**src/rtl/rsps_pkg.sv**
```systemverilog
`default_nettype none
package rsps_pkg;
    localparam int unsigned MAX_DIRECTIONS_DEF = 1024;
    localparam logic [31:0] MAX_EVAL_RESET = 32'd100000000;
    localparam logic [15:0] ONE_Q15 = 16'h8000;

    typedef enum logic [1:0] {
        CMD_LOAD  = 2'd0,
        CMD_EVAL  = 2'd1,
        CMD_CLEAR = 2'd2,
        CMD_NONE  = 2'd3
    } cmd_t;

    // controller -> datapath
    typedef struct packed {
        logic take;        // latch inputs
        logic do_load;
        logic do_clear;
        logic mat_step;    // matrix build stage
        logic walk_start;
        logic finish_eval;
    } dp_ctrl_t;

    // datapath -> controller
    typedef struct packed {
        logic walk_done;
    } dp_stat_t;
endpackage
`default_nettype wire

```
**src/rtl/rsps_ctrl.sv**
```systemverilog
`default_nettype none
module rsps_ctrl
    import rsps_pkg::*;
(
    input  wire  logic       clk,
    input  wire  logic       rst_n,
    input  wire  logic       start,
    input  wire  logic [1:0] cmd,
    input  wire  dp_stat_t   stat,
    output dp_ctrl_t         ctrl,
    output logic             busy,
    output logic             done
);
    typedef enum logic [5:0] {
        S_IDLE  = 6'b000001,
        S_LOAD  = 6'b000010,
        S_MAT   = 6'b000100,
        S_WALK  = 6'b001000,
        S_FIN   = 6'b010000,
        S_DONE  = 6'b100000
    } state_t;

    state_t state_reg, state_next;
    logic [3:0] mcnt_reg, mcnt_next;
    logic [1:0] cmd_reg;

    assign busy = (state_reg != S_IDLE);

    always_comb
    begin
        state_next = state_reg;
        mcnt_next  = mcnt_reg;
        ctrl = '0;
        done = 1'b0;
        unique case (state_reg)
            S_IDLE:
                if (start)
                begin
                    ctrl.take = 1'b1;
                    mcnt_next = '0;
                    state_next = (cmd == CMD_EVAL) ? S_MAT : S_LOAD;
                end
            S_LOAD:
            begin
                ctrl.do_load  = (cmd_reg == CMD_LOAD);
                ctrl.do_clear = (cmd_reg == CMD_CLEAR);
                state_next = S_DONE;
            end
            S_MAT:
            begin
                ctrl.mat_step = 1'b1;
                mcnt_next = mcnt_reg + 4'd1;
                if (mcnt_reg == 4'd9)
                begin
                    ctrl.walk_start = 1'b1;
                    state_next = S_WALK;
                end
            end
            S_WALK:
                if (stat.walk_done) state_next = S_FIN;
            S_FIN:
            begin
                ctrl.finish_eval = 1'b1;
                state_next = S_DONE;
            end
            S_DONE:
            begin
                done = 1'b1;
                state_next = S_IDLE;
            end
            default: state_next = S_IDLE;
        endcase
    end

    always_ff @(posedge clk or negedge rst_n)
    begin
        if (!rst_n)
        begin
            state_reg <= S_IDLE;
            mcnt_reg  <= '0;
            cmd_reg   <= CMD_NONE;
        end
        else
        begin
            state_reg <= state_next;
            mcnt_reg  <= mcnt_next;
            if (ctrl.take) cmd_reg <= cmd;
        end
    end

    assert property (@(posedge clk) disable iff (!rst_n) $onehot(state_reg) || 1'b0)
        else $error("state not one-hot");
    assert property (@(posedge clk) disable iff (!rst_n) done |=> !busy)
        else $error("busy after result");
    assert property (@(posedge clk) disable iff (!rst_n) (start && !busy) |=> busy)
        else $error("accept did not start work");
endmodule
`default_nettype wire

```
**config.mk**
```make
export PLATFORM = sky130hd
export DESIGN_NAME = rsps_ctrl
export DESIGN_NICKNAME = d
export VERILOG_FILES = /design/src/rtl/rsps_pkg.sv /design/src/rtl/rsps_ctrl.sv
export SDC_FILE = /design/constraint.sdc
export NUM_CORES = 1
export LEC_CHECK = 0
export BUFFER_PORTS_ARGS = -buffer_cell sky130_fd_sc_hd__buf_2
export CORE_AREA = 2 2 39 41
export CTS_BUF_LIST = sky130_fd_sc_hd__clkbuf_16
export DETAILED_ROUTE_END_ITERATION = 6
export DIE_AREA = 0 0 41 43
export GPL_TIMING_DRIVEN = 0
export PLACE_DENSITY = 0.73
export SYNTH_ARGS = -nofsm -noshare
export SYNTH_HDL_FRONTEND = slang
export SYNTH_SLANG_ARGS = --single-unit
```
**constraint.sdc**
```tcl
create_clock -name clk -period 2.38 [get_ports clk]
set_input_delay 0 -clock clk [delete_from_list [all_inputs] [get_ports clk]]
set_output_delay 0 -clock clk [all_outputs]
set_load 0.02 [all_outputs]
```
Word-level counts from Yosys, hierarchy flattened. Cells that the tools add are included.

Register bits: 12. Word-level logic and storage cells: 36. Input bits: 6.

Equality and inequality tests: 13. Reductions and logical operators: 5. Add/subtract/negate cells: 1. Multiplexer cells: 14.

Operators with widths (number): $pmux W6 S4 (1); $mux W6 (3); $pmux W4 S2 (1); $eq A6 B1 Y1 const B (1); $eq A6 B2 Y1 const B (1); $eq A6 B3 Y1 const B (1); $eq A6 B4 Y1 const B (1); $eq A6 B5 Y1 const B (1); $eq A6 B6 Y1 const B (1); $ne A2 B2 Y1 const B (3); $ne A6 B1 Y1 const B (1); $mux W1 (5); $add A4 B1 Y4 const B (1); $eq A4 B4 Y1 const B (1); $mux W2 (2); $mux W4 (1); $mux W3 (1); $reduce_and A3 Y1 (1); $eq A2 B1 Y1 const B (1); $eq A2 B2 Y1 const B (1); $logic_not A2 Y1 (1); $reduce_and A2 Y1 (1); $reduce_bool A2 Y1 (1); $reduce_or A2 Y1 (1).

Logic depth before layout (Yosys ltp). Gate-level depths: netlist of the first run.

Depth in word-level cells: 4. Depth in mapped cells: 5.

Worst setup path after synthesis of the first run. Ideal clock, no wire load.

Kind: register to output. Start point: register state_reg[4]. End point: output port done. Slack: 1.040 ns. Cell stages (with the launch flop): 5. Data arrival time: 1.340 ns. Cells stage by stage: dfrtp_1 buf_2 nor2_2 nand2_1 nor3b_1.

Cells in the longest elaborated chain, start to end: 2.

Ends and longest elaborated chain: start, declared (line rsps_ctrl.sv:23) `state_t state_reg, state_next;`; start signal, assigned (line rsps_ctrl.sv:85) `state_reg <= state_next;`; $eq A6 B6 Y1 (line rsps_ctrl.sv:35) `unique case (state_reg)`; $mux W1 (line rsps_ctrl.sv:35); end, declared (line rsps_ctrl.sv:12) `output logic done`.

No other way between the ends.

==> results of run 1 <==
## power groups by stage
stage	registers, mW	clock network (mW)	logic (mW)
floorplan	0.312	0	0.232
global placement	0.320	0	0.294
detailed placement	0.324	0	0.298
CTS	0.322	0.308	0.304
global route	0.331	0.319	0.334
finish	0.321	0.303	0.301
## synthesized netlist by cell type (all sizes together)
master,n,area share (%)
nor2,7,4.2
nand3,3,2.2
nand4b,3,3.8
nor2b,2,1.8
o22ai,1,0.91
xor2,3,3.8
nand3b,4,4.9
o211ai,2,2.2
dfrtp,9,33
nand2b,1,0.91
buf,2,1.4
o21ai,3,2.2
mux2,2,3.3
nor3,1,2.4
nand2,1,0.54
nor4,2,4.0
dfstp,3,11
nand4,1,3.1
o2bb2ai,1,1.3
nor3b,2,2.2
a21oi,1,0.72
xnor2,1,1.3
and2,1,0.91
inv,5,2.7
and3,2,1.8
ha,2,3.6
## metal layers
metal | GRT usage, % | up-vias
li1 | - | 268
met1 | 23.4 | 257
met2 | 29.1 | 7
met3 | 6.28 | 0
met4 | 4.00 | 0
met5 | 0 | -
## area by class of cell
type / count / area [µm²] / share of cell area, %
Clock buffer: 3 / 75.1 / 8.49
Multi-Input combinational cell: 46 / 358 / 40.5
Tap cell: 16 / 20.0 / 2.26
Buffer: 2 / 10.0 / 1.13
Sequential cell: 12 / 304 / 34.4
Inverter: 5 / 18.8 / 2.12
Clock inverter: 1 / 3.75 / 0.424
Timing Repair Buffer: 16 / 95.1 / 10.7
## logic make-up (layout without fill, tap and decap cells)
group / count (synthesis) / after routing
XOR/XNOR: 4 / 4
flip-flops: 12 / 12
AO/OA/AOI/OAI: 8 / 8
AND/OR/NAND/NOR: 30 / 30
adder cells (fa/ha/maj): 2 / 2
buffers and inverters: 7 / 27
multiplexers: 2 / 2
## worst paths after layout
| check | slack [ps] | to |
|---|---|---|
| worst max-delay path | 770 | ctrl[4] |
| worst min-delay path | -4 | state_reg[0]$_DFFE_PN1P_ |
| worst max register to register | 960 | cmd_reg[1]$_DFFE_PN1P_ |
| worst min register to register | 550 | mcnt_reg[3]$_DFFE_PN0P_ |
| max in group asynchronous | 1940 | cmd_reg[0]$_DFFE_PN1P_ |
| min in group asynchronous | 170 | mcnt_reg[1]$_DFFE_PN0P_ |
## what timing repair did
action | in CTS | in global routing
endpoints found under the hold margin | 15 | 0
resized for setup | 0 | 0
hold buffers | 3 | 0
## per-stage QoR
step | total power [mW] | std cells
after floorplan | 0.543 | 65
after global placement | 0.614 | 94
after detailed placement | 0.622 | 94
after CTS | 0.934 | 101
after global routing | 0.985 | 101
final | 0.925 | 101
==> reports/qor.csv, run 1 <==
stage,metric,value,unit
outcome,outcome,"complete, but fails checks",
outcome,failed_checks,negative hold slack,
drt,via_count,532,
sta,timing.final.ws_setup,768,ps
critical_path,worst_r2r_startpoint,state_reg[3]$_DFFE_PN0P_,
cts,clkLatencyLatePin,240,ps
synthesis,largest_family_of_logic_cells_by_synthesized_area,simple AND/OR/NAND/NOR gates,
global_route,grt_antenna_before_repair,0,
drt,drt_pass1_iterations,4,
drt,route.detailed.drc,0,
critical_path,crit_fanout,10,
critical_path,critical-path-top-delay-family,simple AND/OR/NAND/NOR gates,
drt,via_per_inst,5.27,
drt,route.met2.wl,678,µm
drt,route.final.wire_length,1290,µm
pwr,power.share.combinational,32.5,%
final_layout,flow.area_growth_from_synthesis,28.1,%
synthesis,ys_ff_latch,12,
drt,drtIter0Drc,12,
min_path,hold_start,start,
pwr,cellPowerDensity,1050,mW/mm²
critical_path,cp_cell_sequence,buf_2 -> nor2_1 -> nand3b_1 -> nor4_1 -> nor2b_1 -> buf_2,
final_layout,post_route_cells_drive_above_1_share,32.9,%
critical_path,r2r.worst_path.cells,3,
sta,maxSlewHeadroom,78.4,%
sta,setup-tns-final,0,ps
sta,timing_hold_violations_final,1,
synthesis,synth.distinct_cells,31,
pwr,ir_drop,626,µV
final_layout,final_util,63.9,%
drt,m1WireLength,572,µm
min_path,hp-class,in -> reg,
synthesis,syn_area,691,µm²
pwr,power_report.internal_total,0.619,mW
pwr,power.switching,0.306,mW
final_layout,fillers,116,
global_route,grt_pass1_wl,2130,µm
synthesis,postSynthAreaPerCell,10.6,µm²
critical_path,worst_ep_arrival_time,1610,ps
placement,dpl.hpwl,936,µm
cts,cts_root_buffer,clkbuf_16,
die,dieWidth,41,µm
cts,cts_tree,done,
sta,max_freq,620,MHz
critical_path,required,2380,ps
global_route,grt_overflow,0,
final_layout,largest_register_ff_count,6,
placement,place.gp.congestion,0.707,
drt,met3RoutedLength,42,µm
global_route,first_global_vias,497,
synthesis,share_of_synthesized_area_occupied_by_flip_flops_and_latches,44.0,%
sta,report.final.setup_viol,0,
pwr,power.share.sequential,34.8,%
placement,port_buffers,13,
cts,maximum_clock_insertion_buffer_count,2,
cts,htree_levels,1,
die,die_h,43,µm
drt,dr.max_layer_used,met3,
critical_path,critical_path.slowest_cell,dfstp_2,
pwr,clockPowerShare,32.7,%
critical_path,crit_top_cell,buf_2,
sta,period_share,67.7,%
die,initial_utilization,49.9,%
critical_path,setup.worst_path.start,state_reg[0]$_DFFE_PN1P_,
global_route,globalRouteTotalUtil,18.4,%
cts,worst_setup_hold_path_clk_slew,40,ps
final_layout,final_nets,94,
cts,cts_post_setup_buffers_inserted,0,
die,placement_rows,14,
sta,hold-worst-slack,-3.53,ps
critical_path,timing.setup.critical_path_class,reg -> out,
synthesis,synth_compound_gate_area_share,7.25,%
final_layout,mostFrequentLayoutCell,buf_2,
die,core_footprint,0.00138,mm²
critical_path,critPathMaxStageDelay,350,ps
placement,placed_cell_area,776,µm²
synthesis,yosysWarningCount,0,
final_layout,layout_common_cells,"buf_2 (15), dfrtp_1 (9), nor2_1 (6), inv_1 (5)",
cts,clock_sinks,12,
pwr,power.leakage,0.429,nW
sta,rsz_0062_raised_after_global_routing,no,
critical_path,timing.critical_path.to_type,output pin,
synthesis,synthAdderAreaFrac,3.62,%
synthesis,post_synth_mux_area_share,3.26,%
drt,postRouteAntennaNets,0,
min_path,min_path_cells,2,
critical_path,critical_path_depth,6,
global_route,grt_max_degree,13,
synthesis,synth_cells,65,
critical_path,crit_buf_inv,2,
synthesis,synthSimpleGateAreaFrac,32.6,%
final_layout,diodes,0,
die,top_level_ports,14,
drt,avgRoutedWirePerCell,12.8,µm
synthesis,synth_xor_xnor_area_share,5.07,%
sta,maxSlewViolCount,0,
final_layout,finalInstanceArea,885,µm²
cts,cts_inserted_buffers,3,
critical_path,start_kind,flop,
sta,fin_crit,1610,ps
placement,placement.setup.worst_slack,973,ps
synthesis,synthesis.nets,73,
die,fp.dieArea,0.00176,mm²
sta,worst-slew-pin-transition,324,ps
job,max_cap_violations,0,
sta,clock-skew-final,3.30,ps
pwr,power_switching_share,33.1,%
(Power assumes the default switching activity.)
==> inputs of run 2 (changes only) <==
- CORE_AREA: 2 2 39 41 -> 2 2 40 42
- DIE_AREA: 0 0 41 43 -> 0 0 42 44
- PLACE_DENSITY: 0.73 -> 0.7
- clock period: 2.38 -> 1.57 ns (I/O delays scaled with it)
==> run 2 against run 1 <==
Compared with the run above:
- the run still ends with negative hold slack left
- routed wire length up 19%
- combinational power up 99%
- sequential share of layout area down 3.5 points
- global-route usage down 1.6 points
- hold slack better by 0.79 ps
- cell count up 9.9%
- via count up 10%
- flip-flop and latch count unchanged
- critical path type unchanged
==> reports/qor.csv, run 2 (synthesis results as in run 1) <==
stage,metric,value,unit
outcome,outcome,"complete, but fails checks",
outcome,failed_checks,negative hold slack,
critical_path,critical_path.reg2reg.endpoint,mcnt_reg[2]$_DFFE_PN0P_,
die,placement_rows,14,
pwr,cellPowerDensity,1580,mW/mm²
final_layout,multi_input_combinational_cell_area,383,µm²
pwr,clockPowerShare,29.0,%
die,dieWidth,42,µm
drt,avgRoutedWirePerCell,13.9,µm
final_layout,largest_register_ff_count,6,
critical_path,crit_buf_inv,2,
critical_path,critical-path-top-delay-family,simple AND/OR/NAND/NOR gates,
critical_path,crit_fanout,7,
min_path,whs_endpoint,cmd_reg[1]$_DFFE_PN1P_,
sta,clock-skew-final,0.553,ps
sta,maxSlewHeadroom,78.2,%
sta,report.final.setup_viol,0,
critical_path,critPathMaxStageDelay,470,ps
job,max_cap_violations,0,
critical_path,start_kind,flop,
die,fp.dieArea,0.00185,mm²
final_layout,layout_common_cells,"buf_4 (15), buf_2 (10), inv_1 (5), dfrtp_1 (5)",
drt,route.detailed.drc,0,
placement,place.gp.congestion,0.753,
final_layout,final_util,70.6,%
global_route,grt_overflow,0,
cts,cts_inserted_buffers,3,
sta,rsz_0062_raised_after_global_routing,yes,
sta,worst-slew-pin-transition,327,ps
pwr,ir_drop,1060,µV
min_path,hp-class,in -> reg,
placement,placed_cell_area,776,µm²
drt,route.final.wire_length,1540,µm
final_layout,diodes,0,
drt,drtIter0Drc,7,
final_layout,mostFrequentLayoutCell,buf_4,
final_layout,instances_no_fill,111,
drt,via_per_inst,5.28,
pwr,power_switching_share,32.9,%
critical_path,reg2reg_slack,140,ps
min_path,min_path_cells,2,
critical_path,worst_r2r_startpoint,state_reg[3]$_DFFE_PN0P_,
final_layout,finalInstanceArea,0.00100,mm²
critical_path,critical_path.slowest_cell,dfrtp_2,
pwr,power.leakage,0.480,nW
final_layout,register_area,309,µm²
critical_path,worst_ep_arrival_time,1510,ps
final_layout,post_route_cells_drive_above_1_share,47.4,%
cts,maximum_clock_insertion_buffer_count,2,
placement,dpl.hpwl,1020,µm
global_route,grt_antenna_before_repair,0,
critical_path,r2r.worst_path.cells,5,
sta,max_freq,662,MHz
sta,period_share,96.3,%
placement,port_buffers,13,
die,die_h,44,µm
die,top_level_ports,14,
global_route,first_global_vias,528,
critical_path,timing.critical_path.to_type,output pin,
drt,via_count,586,
global_route,grt_max_degree,13,
pwr,power_report.internal_total,1.07,mW
sta,hold-worst-slack,-2.74,ps
pwr,power.share.sequential,33.1,%
final_layout,flow.area_growth_from_synthesis,45.1,%
pwr,power.share.combinational,37.8,%
die,core_footprint,0.00142,mm²
cts,cts_tree,done,
min_path,hold_start,cmd[1],
pwr,power.switching,0.522,mW
final_layout,final_nets,104,
placement,placedCellCount,94,
final_layout,fillers,111,
critical_path,required,1570,ps
die,initial_utilization,48.7,%
cts,cts_root_buffer,clkbuf_16,
sta,maxSlewViolCount,0,
cts,clock_sinks,12,
cts,worst_setup_hold_path_clk_slew,40,ps
drt,drt_pass1_iterations,4,
cts,htree_levels,1,
drt,postRouteAntennaNets,0,
critical_path,timing.setup.critical_path_class,reg -> out,
cts,clkLatencyLatePin,240,ps
pwr,p_total,1.59,mW
sta,fin_crit,1510,ps
global_route,grt_pass1_wl,2300,µm
critical_path,cp_cell_sequence,nor3_4 -> nand4_4 -> inv_1 -> buf_2,
global_route,globalRouteTotalUtil,16.8,%
sta,timing_hold_violations_final,1,
==> run 2: changes by cell type in the layout (fill, tap and decap cells not counted), sizes merged <==
cell  change
buf      +10
==> run 2: final cells by class <==
cell class | instances | area share (%)
repair buffers | 28 | 19.2
well taps | 16 | 2.00
multi-input cells | 46 | 38.2
inverters | 5 | 1.87
clock buffers | 3 | 7.49
clock inverters | 1 | 0.375
flip-flops and latches | 12 | 30.8
==> run 2: worst reg2reg max path, delay by kind of cell (launching register included) <==
kind	cells	cell delay (ps)
simple gates	3	520
flops	1	470
buf+inv	1	170
xor+xnor	1	150
==> run 2: worst max-delay path by stage <==
stage,from,depth (start not counted),slack [ps],to
after floorplan,state_reg[4]$_DFFE_PN0P_,4,230,done
after global placement,state_reg[3]$_DFFE_PN0P_,3,170,cmd_reg[1]$_DFFE_PN1P_
after detailed placement,state_reg[3]$_DFFE_PN0P_,3,130,cmd_reg[1]$_DFFE_PN1P_
after CTS,state_reg[0]$_DFFE_PN1P_,6,6,ctrl[3]
after global routing,state_reg[2]$_DFFE_PN0P_,5,-30,ctrl[4]
final,state_reg[3]$_DFFE_PN0P_,4,60,ctrl[5]
==> run 2: stage by stage <==
step                setup WS, ps  setup TNS [ps]
detailed placement           132               0
global route               -29.1           -61.6
CTS                         6.29               0
finish                      58.4               0
global placement             171               0
floorplan                    230               0
==> run 2: power groups by stage <==
stage / Combinational [mW] / Clock (mW) / Sequential (mW)
after global routing: 0.650 / 0.491 / 0.540
after detailed placement: 0.453 / 0 / 0.496
after floorplan: 0.351 / 0 / 0.472
after global placement: 0.440 / 0 / 0.488
final: 0.600 / 0.461 / 0.526
after CTS: 0.503 / 0.469 / 0.500
==> run 2: repair_timing <==
action,in CTS,in global routing
endpoints found under the setup margin,4,6
endpoints found under the hold margin,14,0
pin swaps,1,5
setup buffers,1,11
hold buffers,3,0
gates resized for setup,4,8
==> run 2: per-layer routing <==
layer	wire (µm)	track usage, %	vias up
li1	-	-	289
met1	675	21.0	277
met2	787	28.7	15
met3	57	2.50	5
met4	23	7.74	0
met5	0	0	-
